$ cat src/sv/rprop_weight_update_assert.svh
// assertion macros shared by the rprop weight update modules
// both sample on clk_i and are switched off while rst_ni is low
`ifndef RPROP_WEIGHT_UPDATE_ASSERT_SVH
`define RPROP_WEIGHT_UPDATE_ASSERT_SVH

// expression must be true at every edge
`define RPWU_ASSERT_HOLDS(lbl, expr, msg) \
  lbl: assert property (@(posedge clk_i) disable iff (!rst_ni) (expr)) \
    else $error(msg);

// antecedent implies consequent sequence
`define RPWU_ASSERT_IMPL(lbl, ante, cons, msg) \
  lbl: assert property (@(posedge clk_i) disable iff (!rst_ni) (ante) |-> cons) \
    else $error(msg);

`endif

$ cat src/sv/rpwu_pkg.sv
`timescale 1ns / 1ps
package rpwu_pkg;

  // field widths
  localparam int unsigned IdxW  = 10;
  localparam int unsigned DataW = 32;
  localparam int unsigned StepW = 31;
  localparam int unsigned FracW = 24;

  // operation codes
  typedef enum logic {
    OpLoad   = 1'b0,
    OpUpdate = 1'b1
  } op_e;

  // configuration register indexes
  localparam logic [1:0] CfgInitStep    = 2'd0;
  localparam logic [1:0] CfgMaxStep     = 2'd1;
  localparam logic [1:0] CfgWeightDecay = 2'd2;

  // step constants in Q7.24
  localparam logic [StepW-1:0] DefInitStep = 31'd1677722;
  localparam logic [StepW-1:0] DefMaxStep  = 31'd838860800;
  localparam logic [StepW-1:0] MinStep     = 31'd17;

  // rounding offset for the decay product
  localparam logic signed [63:0] RoundHalf = 64'sd8388608;

  // reciprocal of five, exact for any 32 bit dividend
  localparam logic [31:0] Recip5      = 32'd3435973837;
  localparam int unsigned Recip5Shift = 34;

  // queue between front and back, power of two
  localparam int unsigned QueueDepth = 2;

  typedef struct packed {
    op_e              op;
    logic             in_range;
    logic [IdxW-1:0]  index;
    logic [DataW-1:0] value;
  } item_t;

  typedef struct packed {
    logic [StepW-1:0] init_step;
    logic [StepW-1:0] max_step;
    logic [DataW-1:0] decay;
  } cfg_t;

  // one table entry: first-update flag, step size, last step, weight
  typedef struct packed {
    logic             flag;
    logic [StepW-1:0] step;
    logic [DataW-1:0] last;
    logic [DataW-1:0] weight;
  } entry_t;

  // floor(y / 5) by reciprocal multiplication
  function automatic logic [29:0] div5(input logic [31:0] y);
    logic [63:0] p;
    p = 64'(y) * 64'(Recip5);
    return p[63:Recip5Shift];
  endfunction

endpackage

$ cat src/sv/rpwu_queue.sv
`timescale 1ns / 1ps
`include "rprop_weight_update_assert.svh"
module rpwu_queue (
  input  logic            clk_i,
  input  logic            rst_ni,
  input  logic            push_i,
  input  rpwu_pkg::item_t item_i,
  output logic            full_o,
  output logic            head_valid_o,
  output rpwu_pkg::item_t head_o,
  input  logic            pop_i
);
  import rpwu_pkg::*;

  localparam int unsigned PtrW = (QueueDepth > 1) ? $clog2(QueueDepth) : 1;
  localparam int unsigned CntW = PtrW + 1;

  item_t           slots_q [QueueDepth];
  logic [PtrW-1:0] wr_ptr_q, wr_ptr_d;
  logic [PtrW-1:0] rd_ptr_q, rd_ptr_d;
  logic [CntW-1:0] count_q, count_d;

  assign full_o       = count_q == CntW'(QueueDepth);
  assign head_valid_o = count_q != '0;
  assign head_o       = slots_q[rd_ptr_q];

  // pointer and fill count update
  always_comb begin
    wr_ptr_d = push_i ? wr_ptr_q + PtrW'(1) : wr_ptr_q;
    rd_ptr_d = pop_i ? rd_ptr_q + PtrW'(1) : rd_ptr_q;
    count_d  = count_q + CntW'(push_i) - CntW'(pop_i);
  end

  always_ff @(posedge clk_i or negedge rst_ni) begin
    if (!rst_ni) begin
      wr_ptr_q <= '0;
      rd_ptr_q <= '0;
      count_q  <= '0;
    end else begin
      wr_ptr_q <= wr_ptr_d;
      rd_ptr_q <= rd_ptr_d;
      count_q  <= count_d;
    end
  end

  // slot storage
  always_ff @(posedge clk_i) begin
    if (push_i) begin
      slots_q[wr_ptr_q] <= item_i;
    end
  end

  `RPWU_ASSERT_HOLDS(a_count_bound, count_q <= CntW'(QueueDepth), "queue count above depth")
  `RPWU_ASSERT_IMPL(a_pop_nonempty, pop_i, count_q != '0, "pop from empty queue")

endmodule

$ cat config.mk
export PLATFORM = sky130hd
export DESIGN_NAME = rpwu_queue
export DESIGN_NICKNAME = d
export VERILOG_FILES = /design/src/sv/rpwu_pkg.sv /design/src/sv/rpwu_queue.sv
export VERILOG_INCLUDE_DIRS = /design/src /design/src/sv
export SDC_FILE = /design/constraint.sdc
export NUM_CORES = 1
export LEC_CHECK = 0
export BUFFER_PORTS_ARGS = -buffer_cell sky130_fd_sc_hd__buf_2
export CAP_MARGIN = 20
export CORE_UTILIZATION = 37
export DETAILED_ROUTE_END_ITERATION = 10
export SLEW_MARGIN = 20
export SYNTH_ARGS = -nofsm -noshare
export SYNTH_HDL_FRONTEND = slang
export SYNTH_SLANG_ARGS = --single-unit
$ cat constraint.sdc
create_clock -name clk_i -period 3.2 [get_ports clk_i]
set_clock_uncertainty 0.2 [all_clocks]
set_input_delay 0.64 -clock clk_i [delete_from_list [all_inputs] [get_ports clk_i]]
set_output_delay 0.64 -clock clk_i [all_outputs]
set_load 0.05 [all_outputs]
Word level (Yosys, flattened, before mapping)
Memory sizes are Yosys's and may differ from the RTL's.
Index checks and enable logic that the tools add are counted.

cells by class
  $add $sub $neg = 4
  multiply operators = 0
  divide/modulo/power cells = 0
  order comparisons = 0
  eq/ne operators = 1
  shift operators = 0
  mux-type cells = 2
  bitwise gates (word level) = 0
  reductions and logical operators = 1

operators with widths
  cell                                         count
  1-bit adder, second input constant           2
  2-bit by 1-bit adder with 2-bit output       1
  2-bit equality test, second input constant   1
  1-bit 2-to-1 mux                             2
  2-bit nonzero test                           1
  2-bit by 1-bit subtractor with 2-bit output  1

storage, ports and cells
  register bits = 4
  latch bits = 0
  memory bits (writable) = 88
  memory bits (read-only) = 0
  input port bits = 48
  logic and storage cells = 12
  memories = 1

memories
  memory   words  bits a word  rd ports  clocked after memory_dff  write ports  line              RTL
  slots_q  2      44           1         0                         1            rpwu_queue.sv:18  item_t slots_q [QueueDepth];

Depth between registers and ports, before layout
  depth in word-level cells = 2
  depth in mapped cells = 5
  depth with buffers taken out = 5

Worst setup path after synthesis
No wires, ideal clock.

  path type = input -> register
  from = in push_i
  to = mem slots_q[0][0] in the netlist's numbering (enable)
  setup time = 451 ps
  arrival = 2,600 ps
  required time = 2,549 ps
  path slack = -51 ps
  stages on the path = 1
  buffers on the path = 0
  path through = nor2b_1

between the ends
  word-level cells in the longest chain between the ends = 2

RTL lines
  what                                    line              RTL
  start, declared                         rpwu_queue.sv:6   input logic push_i,
  1-bit 2-to-1 mux                        rpwu_queue.sv:48  if (push_i) begin
  1-bit 2-to-1 mux (not written as such)  rpwu_queue.sv:49  slots_q[wr_ptr_q] <= item_i;
  end, declared                           rpwu_queue.sv:18

No other way between the ends.

==> run summary <==
The flow ran to the end, and the final reports show no timing, DRC or antenna violations. The worst hold slack across all endpoints was 0.276 ns; the count of instances resized after the clock tree is built was 0. The critical register-to-register path startpoint was wr_ptr_q$_DFFE_PN0P_. In the routed design, unresolved DRC markers number 0. The placed wire-length estimate after detailed placement was 3.83 mm.

The worst hold path terminates at slots_q[0][29]$_DFFE_PP_. The logs give 1.01 ns for the setup slack at placement and 12.4% for the total track usage. The post-synthesis cell type count is 13. The fraction of final layout cells sized beyond drive strength 1 works out to 61.3%. Adding up every negative setup slack in the final design gives 0 ns.

The worst setup path is launched from a flop. The run gives 50 as the number of DRC violations after detailed-routing iteration 0. sky130_fd_sc_hd__edfxtp_1 takes more of the synthesized area than any other cell. The clock reaches the later pin of the worst-skew pair after 0.34 ns. The tools report the number of maximum-capacitance constraint violations as 0. The total overflow left after global routing is 0. The cell area that synthesis handed to floorplanning was 3570 um^2.

Derived from the worst setup path, the maximum achievable clock frequency is 392 MHz. By count the netlist is led by sky130_fd_sc_hd__edfxtp_1 (88), sky130_fd_sc_hd__mux2_4 (39), sky130_fd_sc_hd__mux2_2 (5). Endpoint kind of the worst setup timing path: an output pin. Per report_power, the clock group accounts for 17.4% of the total.

The Yosys warning count was 0; the synthesized instance count was 152. The delay of the slowest cell on the worst path came out at 0.40 ns. The initial utilization of the core area, before any placement, comes to 38.5%. Combinational logic burns 44.9% of the power.

The actual transition at the worst max-transition pin is 0.662 ns, and the cts-stage hold buffer count is 1. The number of buffer cells added on primary ports came out at 93. The power density over the cells works out to 1010 nW/um^2.

The logs give 2 for the number of buffers between clock root and the deepest sink and 0 for the total count of hold-check failures in the final report. The overall die width was 100 um; the TritonCTS buffer count was 9. After detailed routing, the number of vias per cell comes to 4.37. Wires add up to 5.83 mm. The global-route wire length before repair was 8.98 mm. The most frequently used cell type in the post-synthesis netlist was sky130_fd_sc_hd__edfxtp_1.

The via count of the first global-routing pass is 1708. The initial antenna violation count came out at 0. Synthesis inferred 92 register bits. The tools report the total power as 4430 uW. In this run switching power makes up 40.9% of total power. For the worst setup path, the data required time is 2.36 ns.

The logs give 35 for the total number of placement rows and 1810 uW for the net switching power figure. The cell with the largest stage delay on the worst path is sky130_fd_sc_hd__mux2_2. The tools report the number of iterations in the first detailed-routing pass as 4. The tools report the overall die area as 10100 um^2. In this run the worst path has a maximum fanout of 25. The worst voltage drop across the vdd grid is 0.422 mV, and the area of the core region is 9280 um^2. The wire length per cell after detailed routing is 14.9 um. The path class of the tightest hold or removal check is in -> reg. The run gives 94 as the I/O pin total. Setup repair after global routing left no endpoint under its margin. The worst path needs 2.55 ns of the cycle, external delays included.

Compared with the post-synthesis result, the final layout area differs by 22.6%. In this run the most critical hold path is launched from item_i[29]. TritonCTS built the clock tree. The synthesized design devotes to its leading area cell type 73.9% of total area. The count of nets left with antenna violations once routing finished came out at 0. The final route contains 1704 vias. The proportion of synthesized chip area in sequential cells is 76.7%, and the clock-pin slew of the registers on the worst-case setup and hold paths is 0.10 ns. The leakage power is 0.00176 uW, and the internal power contribution is 2620 uW. By area the synthesized netlist is led by sky130_fd_sc_hd__edfxtp_1 (74%), sky130_fd_sc_hd__mux2_4 (16%), sky130_fd_sc_hd__dfrtp_1 (2.8%), sky130_fd_sc_hd__buf_12 (2.2%), sky130_fd_sc_hd__mux2_2 (1.6%).

Register-to-register setup slack: 1.44 ns. The tools report the final-report max-slew violation count as 0. The number of stages on the worst hold path is 1, and the number of nets in the finished design is 306.

Entering global routing, the biggest net connects 26 pins. Measured in cells, the most critical reg-to-reg path has a length of 2. Routability-driven placement finished with a final weighted congestion of 0.654. Class of the most critical setup path: reg -> out. The logs give 1.71 ns for the data arrival time of the critical path and 0 for the number of endpoints failing setup at the final stage.

Of all flip-flops after synthesis, the portion carrying an async set or reset was 4.35%. The tools report the sequential cell fraction of total power as 37.7%. Yosys mapped a number of flops with a built-in enable equal to 88. Setup slack closes at 0.649 ns.

Critical register-to-register path endpoint: slots_q[0][0]$_DFFE_PP_. The die is 100 um tall. The tools report the final antenna diode count as 0. When the netlist entered floorplanning its net count stood at 202. Dominant register cell in the synthesized netlist: sky130_fd_sc_hd__edfxtp_1.

The worst pin sits at a relative slew slack of 55.8%. The critical path goes through buf_4, mux2_2, buf_2. The number of H-tree branching levels came out at 3.

The TritonCTS sink count came out at 92. The layout has 841 filler cells. After clock tree synthesis, the setup repair step added 0 buffers. The mean instance size in the synthesized netlist was 23.5 um^2. The tree is rooted in a sky130_fd_sc_hd__clkbuf_8. The final worst-path cycle share was 79.7%.
-- placed cells by master, fill, tap and decap left out, types with 2 or more instances in the layout --
cell and n:
sky130_fd_sc_hd__edfxtp_1 88, sky130_fd_sc_hd__buf_2 93, sky130_fd_sc_hd__ha_1 2, sky130_fd_sc_hd__xor2_1 2
sky130_fd_sc_hd__mux2_4 39, sky130_fd_sc_hd__dfrtp_1 3, sky130_fd_sc_hd__buf_12 2, sky130_fd_sc_hd__mux2_2 5
sky130_fd_sc_hd__clkinvlp_4 3, sky130_fd_sc_hd__clkbuf_8 9, sky130_fd_sc_hd__buf_4 2, sky130_fd_sc_hd__inv_6 2
sky130_fd_sc_hd__inv_1 2
-- state kept, by name, indices dropped and copies added (netlist names) --
register,count
count_q,2
slots_q,88
rd_ptr_q,1
wr_ptr_q,1
-- worst max-delay path by stage --
stage	slack [ns]	start	endpoint
4_1_cts	0.61	rd_ptr_q$_DFFE_PN0P_	head_o[36]
2_1_floorplan	0.77	push_i	slots_q[0][0]$_DFFE_PP_
6_report	0.65	rd_ptr_q$_DFFE_PN0P_	head_o[36]
3_5_place_dp	1.01	rd_ptr_q$_DFFE_PN0P_	head_o[40]
3_3_place_gp	1.02	rd_ptr_q$_DFFE_PN0P_	head_o[33]
5_1_grt	0.53	rd_ptr_q$_DFFE_PN0P_	head_o[36]
-- per-stage QoR --
step	util, %	instance area [um^2]	std cells
floorplan	-	3580	152
global placement	45.0	4180	373
detailed placement	45.0	4180	373
CTS	47.2	4380	390
global route	47.2	4380	390
finish	47.2	4380	390
-- cell type report --
class	count	area [um^2]	area share (%)
clock buffers	9	124	2.83
clock inverters	7	73.8	1.68
inverters	2	7.51	0.171
multi-input cells	53	742	16.9
flip-flops and latches	92	2740	62.6
well taps	129	161	3.68
repair buffers	98	531	12.1
-- kinds of logic after synthesis --
family,Yosys count,synth area share (%)
buf+inv,7,2.77
xor+xnor,3,1.16
mux,44,18.0
fa+ha+maj,2,0.700
simple gates,4,0.700
flops,92,76.7
-- routing by layer --
metal	track usage, %	vias to the layer above	wire length [um]
li1	-	803	-
met2	19.3	56	2850
met3	4.53	4	285
met4	4.68	0	59
met5	0	-	0
met1	15.7	841	2640
-- power by group through the flow --
stage / sequential, uW / clock, uW / combinational (uW)
after floorplan: 1680 / 0 / 1740
after global placement: 1690 / 0 / 2020
after detailed placement: 1700 / 0 / 2020
after CTS: 1670 / 800 / 2020
after global routing: 1690 / 858 / 2100
final: 1670 / 769 / 1990
-- critical path: cells and delay by family (launching register included) --
family | cells | cell delay (ns)
buffers and inverters | 2 | 0.59
multiplexers | 1 | 0.40
flip-flops | 1 | 0.36
Power figures use the tool's default switching activity.
